## src/rtl/core/cee_pkg.sv

```systemverilog
// Package for the covariance error ellipse unit: word types, opcodes, constants.
// No dependencies.
package cee_pkg;

    localparam int unsigned SCALE_W      = 24;
    localparam int unsigned SQRT_STEPS   = 33;
    localparam int unsigned CORDIC_STEPS = 20;
    localparam logic [SCALE_W-1:0] SCALE_RESET = 24'd392626;
    localparam logic [1:0] ADDR_SCALE  = 2'd0;
    localparam logic signed [24:0] PI_Q20      = 25'sd3294199;
    localparam logic signed [14:0] HALF_PI_Q13 = 15'sd12868;
    localparam logic signed [47:0] NORM_LIM    = 48'sh010000000000;

    typedef struct packed {
        logic        opcode;
        logic [31:0] pos_x;
        logic [31:0] pos_y;
        logic [31:0] cov_xx;
        logic [31:0] cov_yx;
        logic [31:0] cov_yy;
    } in_word_t;

    typedef struct packed {
        logic        channel;
        logic [31:0] centre_x;
        logic [31:0] centre_y;
        logic [14:0] angle;
        logic [31:0] major_axis;
        logic [31:0] minor_axis;
    } out_word_t;

    typedef enum logic [3:0] {
        OP_NONE, OP_LOAD, OP_COMMIT, OP_MUL_D, OP_MUL_B, OP_R_START, OP_SQ_STEP,
        OP_R_SAVE, OP_C_LOAD, OP_C_NORM, OP_C_ROT, OP_A_LO, OP_A_HI, OP_A_START,
        OP_MJ_SAVE, OP_OUT
    } op_t;

    typedef struct packed {
        op_t        op;
        logic [4:0] idx;
        logic       minor;
    } cmd_t;

    typedef struct packed {
        logic dup;
        logic bzero;
        logic neg;
        logic norm_done;
        logic out_free;
    } status_t;

    function automatic logic [24:0] atan_q20(input logic [4:0] i);
        logic [24:0] v;
        case (i)
            5'd0:  v = 25'd823550;
            5'd1:  v = 25'd486170;
            5'd2:  v = 25'd256879;
            5'd3:  v = 25'd130396;
            5'd4:  v = 25'd65451;
            5'd5:  v = 25'd32757;
            5'd6:  v = 25'd16383;
            5'd7:  v = 25'd8192;
            5'd8:  v = 25'd4096;
            5'd9:  v = 25'd2048;
            5'd10: v = 25'd1024;
            5'd11: v = 25'd512;
            5'd12: v = 25'd256;
            5'd13: v = 25'd128;
            5'd14: v = 25'd64;
            5'd15: v = 25'd32;
            5'd16: v = 25'd16;
            5'd17: v = 25'd8;
            5'd18: v = 25'd4;
            5'd19: v = 25'd2;
            default: v = 25'd0;
        endcase
        return v;
    endfunction

endpackage

```

## src/rtl/core/cee_ctrl.sv

```systemverilog
// Sequencer for the ellipse unit: steps the datapath through each word.
// Depends on cee_pkg.
module cee_ctrl (
    input  logic             aclk,
    input  logic             aresetn,
    input  logic             s_valid,
    output logic             s_ready,
    input  cee_pkg::status_t status,
    output cee_pkg::cmd_t    cmd
);
    import cee_pkg::*;

    typedef enum logic [19:0] {
        ST_IDLE    = 20'h00001,
        ST_CHECK   = 20'h00002,
        ST_MULD    = 20'h00004,
        ST_MULB    = 20'h00008,
        ST_RSTART  = 20'h00010,
        ST_RSQRT   = 20'h00020,
        ST_RSAVE   = 20'h00040,
        ST_CLOAD   = 20'h00080,
        ST_CNORM   = 20'h00100,
        ST_CROT    = 20'h00200,
        ST_MJLO    = 20'h00400,
        ST_MJHI    = 20'h00800,
        ST_MJSTART = 20'h01000,
        ST_MJSQRT  = 20'h02000,
        ST_MJSAVE  = 20'h04000,
        ST_MNLO    = 20'h08000,
        ST_MNHI    = 20'h10000,
        ST_MNSTART = 20'h20000,
        ST_MNSQRT  = 20'h40000,
        ST_DONE    = 20'h80000
    } state_t;

    localparam logic [5:0] SQ_LAST = 6'(SQRT_STEPS - 1);
    localparam logic [5:0] CR_LAST = 6'(CORDIC_STEPS - 1);

    state_t     state_reg, state_next;
    logic [5:0] cnt_reg, cnt_next;

    always_ff @(posedge aclk) begin
        if (!aresetn) begin
            state_reg <= ST_IDLE;
            cnt_reg   <= '0;
        end else begin
            state_reg <= state_next;
            cnt_reg   <= cnt_next;
        end
    end

    always_comb begin
        state_next = state_reg;
        cnt_next   = '0;
        s_ready    = 1'b0;
        cmd.op     = OP_NONE;
        cmd.idx    = cnt_reg[4:0];
        cmd.minor  = 1'b0;
        case (state_reg)
            ST_IDLE: begin
                s_ready = 1'b1;
                if (s_valid) begin
                    cmd.op     = OP_LOAD;
                    state_next = ST_CHECK;
                end
            end
            ST_CHECK: begin
                if (status.dup) begin
                    state_next = ST_IDLE;
                end else begin
                    cmd.op     = OP_COMMIT;
                    state_next = ST_MULD;
                end
            end
            ST_MULD: begin
                cmd.op     = OP_MUL_D;
                state_next = ST_MULB;
            end
            ST_MULB: begin
                cmd.op     = OP_MUL_B;
                state_next = ST_RSTART;
            end
            ST_RSTART: begin
                cmd.op     = OP_R_START;
                state_next = ST_RSQRT;
            end
            ST_RSQRT: begin
                cmd.op   = OP_SQ_STEP;
                cnt_next = cnt_reg + 6'd1;
                if (cnt_reg == SQ_LAST) state_next = ST_RSAVE;
            end
            ST_RSAVE: begin
                cmd.op     = OP_R_SAVE;
                state_next = status.bzero ? ST_MJLO : ST_CLOAD;
            end
            ST_CLOAD: begin
                cmd.op     = OP_C_LOAD;
                state_next = ST_CNORM;
            end
            ST_CNORM: begin
                cmd.op = OP_C_NORM;
                if (status.norm_done) state_next = ST_CROT;
            end
            ST_CROT: begin
                cmd.op   = OP_C_ROT;
                cnt_next = cnt_reg + 6'd1;
                if (cnt_reg == CR_LAST) state_next = ST_MJLO;
            end
            ST_MJLO: begin
                cmd.op     = OP_A_LO;
                state_next = ST_MJHI;
            end
            ST_MJHI: begin
                cmd.op     = OP_A_HI;
                state_next = ST_MJSTART;
            end
            ST_MJSTART: begin
                cmd.op     = OP_A_START;
                state_next = ST_MJSQRT;
            end
            ST_MJSQRT: begin
                cmd.op   = OP_SQ_STEP;
                cnt_next = cnt_reg + 6'd1;
                if (cnt_reg == SQ_LAST) state_next = ST_MJSAVE;
            end
            ST_MJSAVE: begin
                cmd.op     = OP_MJ_SAVE;
                state_next = status.neg ? ST_DONE : ST_MNLO;
            end
            ST_MNLO: begin
                cmd.op     = OP_A_LO;
                cmd.minor  = 1'b1;
                state_next = ST_MNHI;
            end
            ST_MNHI: begin
                cmd.op     = OP_A_HI;
                cmd.minor  = 1'b1;
                state_next = ST_MNSTART;
            end
            ST_MNSTART: begin
                cmd.op     = OP_A_START;
                state_next = ST_MNSQRT;
            end
            ST_MNSQRT: begin
                cmd.op   = OP_SQ_STEP;
                cnt_next = cnt_reg + 6'd1;
                if (cnt_reg == SQ_LAST) state_next = ST_DONE;
            end
            ST_DONE: begin
                if (status.out_free) begin
                    cmd.op     = OP_OUT;
                    state_next = ST_IDLE;
                end
            end
            default: state_next = ST_IDLE;
        endcase
    end

endmodule

```

## config.mk

```make
export PLATFORM = sky130hd
export DESIGN_NAME = cee_ctrl
export DESIGN_NICKNAME = d
export VERILOG_FILES = /design/src/rtl/core/cee_pkg.sv /design/src/rtl/core/cee_ctrl.sv
export SDC_FILE = /design/constraint.sdc
export NUM_CORES = 1
export LEC_CHECK = 0
export BUFFER_PORTS_ARGS = -buffer_cell sky130_fd_sc_hd__clkbuf_2
export CORE_MARGIN = 2
export CORE_UTILIZATION = 40
export CTS_CLUSTER_DIAMETER = 80
export CTS_CLUSTER_SIZE = 30
export DETAILED_ROUTE_END_ITERATION = 16
export SYNTH_ARGS = -nofsm -noshare
export SYNTH_HDL_FRONTEND = slang
export SYNTH_SLANG_ARGS = --single-unit
```

## constraint.sdc

```tcl
create_clock -name aclk -period 7.14 [get_ports aclk]
set_input_delay 0.714 -clock aclk [delete_from_list [all_inputs] [get_ports aclk]]
set_output_delay 0.714 -clock aclk [all_outputs]
set_load 0.01 [all_outputs]
```

; ---- Word level (Yosys, flattened, before mapping)
; Index checks and enable logic that the tools add are counted.
; Widths: inputs -> output; s select.
[totals]
reg_bits = 26
in_bits = 8
output_inout_bits = 11
wordCells = 57
[op_classes]
add_sub_neg = 1
eq_ne = 29
mux = 17
n_reduce_logical = 8
[op_table]
columns = op, count
row1 = $pmux 20 s20, 1
row2 = $mux 20, 8
row3 = $pmux 4 s15, 1
row4 = $eq 20x1->1 const B, 1
row5 = $eq 20x10->1 const B, 1
row6 = $eq 20x11->1 const B, 1
row7 = $eq 20x12->1 const B, 1
row8 = $eq 20x13->1 const B, 1
row9 = $eq 20x14->1 const B, 1
row10 = $eq 20x15->1 const B, 1
row11 = $eq 20x16->1 const B, 1
row12 = $eq 20x17->1 const B, 1
row13 = $eq 20x18->1 const B, 1
row14 = $eq 20x19->1 const B, 1
row15 = $eq 20x2->1 const B, 1
row16 = $eq 20x20->1 const B, 1
row17 = $eq 20x3->1 const B, 1
row18 = $eq 20x4->1 const B, 1
row19 = $eq 20x5->1 const B, 1
row20 = $eq 20x6->1 const B, 1
row21 = $eq 20x7->1 const B, 1
row22 = $eq 20x8->1 const B, 1
row23 = $eq 20x9->1 const B, 1
row24 = $ne 2x2->1 const B, 7
row25 = other kinds (13), 18

; ---- Logic depth before layout (Yosys ltp)
[logic_depth]
word_depth = 3
depth_mapped = 10
ltp_nobuf = 7

; ---- Least setup slack after synthesis
; Ideal clock, no wire load.
[synth_path]
path_kind = register -> output
from = register state_reg[12]
to = output cmd[6] (netlist bit)
arrival_ns = 2.269
t_required_ns = 6.426
path_slack_ns = 4.157
stages_incl_launch_ff = 8
path_cell_list = dfxtp_1 -> or4_1 -> clkbuf_2 -> or4_4 -> or4_1 -> nand2_1 -> nor2_1 -> o2111ai_1
[synth_rtl]
columns = item, line_no
row1 = start: declaration, cee_ctrl.sv:39  ; state_t state_reg, state_next;
row2 = start signal: assignment, cee_ctrl.sv:47  ; state_reg <= state_next;
row3 = end: declaration, cee_ctrl.sv:9  ; output cee_pkg::cmd_t cmd

==> impl_metrics.tcl <==
set metrics [dict create \
    maxSlewViolCount 0 \
    setup.worst_path.class "reg -> out" \
    gr_layer_usage_met3_pct 3.407 \
    drt_pre_antenna_iters 4 \
    cts_sinks 26 \
    worst_slew_pin_slew_ns 0.6663 \
    max_ffs_per_register 20 \
    grt_overflow_total 0 \
    data_required_critical_path_ns 6.43 \
    p_leak_uw 0.0006927 \
    floorplan.initialDensity_pct 41.79 \
    stdcell_count 244 \
    ant_cells 0 \
    detail_route.wl_per_cell_um 14.90 \
    yosys_warnings 0 \
    cts_setup_buffers 0 \
    synth_area_per_cell_um2 8.243 \
    design_area_um2 1668 \
    worstSkewPairLatency_ns 0.27 \
    placedInstanceArea_um2 1597 \
    drt_first_iter_violations 123 \
    critical_path.cell_chain "or4_1, or4_2, nor3_1, o21ai_0, or4b_2, clkbuf_2" \
    post_cts.resized_instances 0 \
    wire_length_of_the_first_global_routing_pass_um 5899 \
    placement.io_buffers 18 \
    holdBufCountCts 0 \
    max_cap_viol_count 0 \
    final_setup_slack_of_the_worst_path_ns 3.552 \
    final.period_utilization_pct 50.25 \
    gpl.final_weighted_congestion 0.9475 \
    critical_path.slowest_cell "sky130_fd_sc_hd__or4_2" \
    pin_count 19 \
    largest_net_degree_at_the_start_of_global_routing 16 \
    grt_usage_pct 17.72 \
    drcViolationCount 0 \
    cts_root_buf "sky130_fd_sc_hd__clkbuf_8" \
    clock_tree_from_tritoncts "built" \
    antenna_found_initial 0 \
    setup_viol 0 \
    cpPeakStageDelay_ns 0.77 \
    preCtsSetupSlack_ns 3.855 \
    postLayoutCoreUtil_pct 45.22 \
    met1_usage_pct 23.79 \
    power_density_nw_per_um2 236.3 \
    detailedPlacementHpwl_um 2804 \
    drive_above_1_share_pct 21.43 \
    place.detailed.instances 240 \
    vdd_drop_max_mv 0.1319 \
    ant_nets 0 \
    critical_path.endpoint_type "primary output" \
    fmax_mhz 278.7 \
    core-area_um2 3689 \
    syn_to_final_growth_pct 8.198 \
    synth_seq_area_share_pct 33.77 \
    rsz0062_at_grt "false" \
    fp.dieArea_um2 4367 \
    syn_nets 197 \
    postSynthRegisterBits 26 \
    dieWidth_um 66.08 \
    critical_path.max_fanout 8 \
    core.rowCount 22 \
    syn-cell-area_um2 1541 \
    outcome "completed" \
    yosysUniqueCellTypes 48 \
    clkSlewWorstSetupHoldPaths_ns 0.10 \
    grt_pass1_vias 1277 \
    finalWorstPathRequiredPeriod_ns 3.588 \
    num_vias 1416 \
    groute.layer.met2.usage_pct 28.00 \
    setup.worst_path.start_class "flop" \
    final_hold_viol_count 0 \
    syn_inst 187 \
    vias_per_cell 5.803 \
    busiest_layer "met2" \
    wl_um 3636 \
    cts_inserted_buffers 3 \
    die_y_um 66.08 \
    cts-root-to-sink-buffers 2 \
    final_net_count 207 \
    timing.critical_path.arrival_ns 2.87 \
    max-slew-margin-rel_pct 55.17 \
    tns_ns 0 \
    min_path_type "reg -> reg" \
    cts_max_level 1 \
    clock-skew-final_ns 0.008030 \
]
-- cells by family after synthesis --
kind of cell | after synthesis | synth area share (%)
compound gates | 17 | 7.955
xor+xnor | 7 | 3.977
fa+ha+maj | 2 | 1.623
buf+inv | 22 | 8.360
flops | 26 | 33.77
mux | 1 | 0.6494
simple gates | 112 | 43.67
-- metrics by stage --
step	total power (uW)	hold WS [ns]
final	394.1	0.4893
after floorplan	250.1	0.4374
after global routing	411.6	0.5203
after global placement	269.3	0.4510
after detailed placement	272.4	0.4685
after CTS	393.1	0.4904
-- final timing paths --
check           startpoint            end  slack, ns  cells after the start
max          state_reg[13]         cmd[7]       3.55                      6
min             cnt_reg[0]     cnt_reg[0]       0.49                      1
max reg2reg   state_reg[1]  state_reg[10]       4.04                      7
min reg2reg     cnt_reg[0]     cnt_reg[0]       0.49                      1
-- cell type report --
type	instances	area, um^2
Tap cell	48	60.06
Timing Repair Buffer	18	90.09
Inverter	9	33.78
Fill cell	374	2021
Sequential cell	26	520.5
Clock inverter	1	30.03
Clock buffer	3	41.29
Multi-Input combinational cell	139	892.1
-- cell usage in the layout (no fill, tap or decap), drive strengths merged, types with 3 or more instances in the layout --
cell type / n
o21ai: 5
clkbuf: 21
or4: 12
xnor2: 4
nand2: 14
nand3b: 3
nor2: 33
nand3: 10
nor4b: 3
dfxtp: 26
nor3: 7
nor3b: 6
and4b: 3
nand4b: 7
inv: 9
nor4: 5
a21oi: 3
xor2: 3
-- report_power, final --
part	leakage (uW)	internal, uW	switching, uW
sequential	0.000210	150	7.80
clock	0.0000357	75.0	48.4
combinational	0.000447	44.1	68.5
total	0.000693	269	125
-- worst max-delay path: cells and delay by family, from the launching register on --
kind | cells | cell delay (ns)
flops | 1 | 0.37
buf+inv | 1 | 0.12
simple gates | 4 | 1.94
compound gates | 1 | 0.17
-- layer usage --
layer | vias up | part of all wire [%]
met5 | - | 0
met4 | 0 | 1.8
met3 | 8 | 6.9
met2 | 64 | 45
met1 | 660 | 46
li1 | 684 | -
-- synth_stat cells (all sizes together) --
library cell | n | area share [%]
nor4 | 5 | 2.0
or2 | 2 | 0.97
ha | 2 | 1.6
nor3b | 6 | 2.9
nor3 | 7 | 2.6
a31o | 1 | 0.57
o21a | 1 | 0.49
o21ai | 5 | 1.6
nand2 | 14 | 3.4
nand4b | 7 | 4.0
inv | 9 | 2.2
or3 | 1 | 0.41
dfxtp | 26 | 34
or4b | 1 | 0.65
nand3 | 10 | 3.2
clkbuf | 5 | 1.4
a2111o | 1 | 0.81
nor4b | 3 | 2.1
xnor2 | 4 | 2.3
and4b | 3 | 1.9
o31ai | 1 | 0.49
or4 | 12 | 6.4
nor2b | 1 | 0.41
buf | 8 | 4.8
o2111ai | 1 | 0.57
nor2 | 33 | 9.5
a21oi | 3 | 0.97
o2111a | 1 | 0.73
mux2i | 1 | 0.65
a21o | 1 | 0.49
and3 | 1 | 0.41
a211o | 1 | 0.57
nand3b | 3 | 1.5
nand2b | 2 | 0.81
xor2 | 3 | 1.7
o21ba | 1 | 0.65
and2 | 1 | 0.41
No activity file was read; power rests on OpenSTA's default activity.
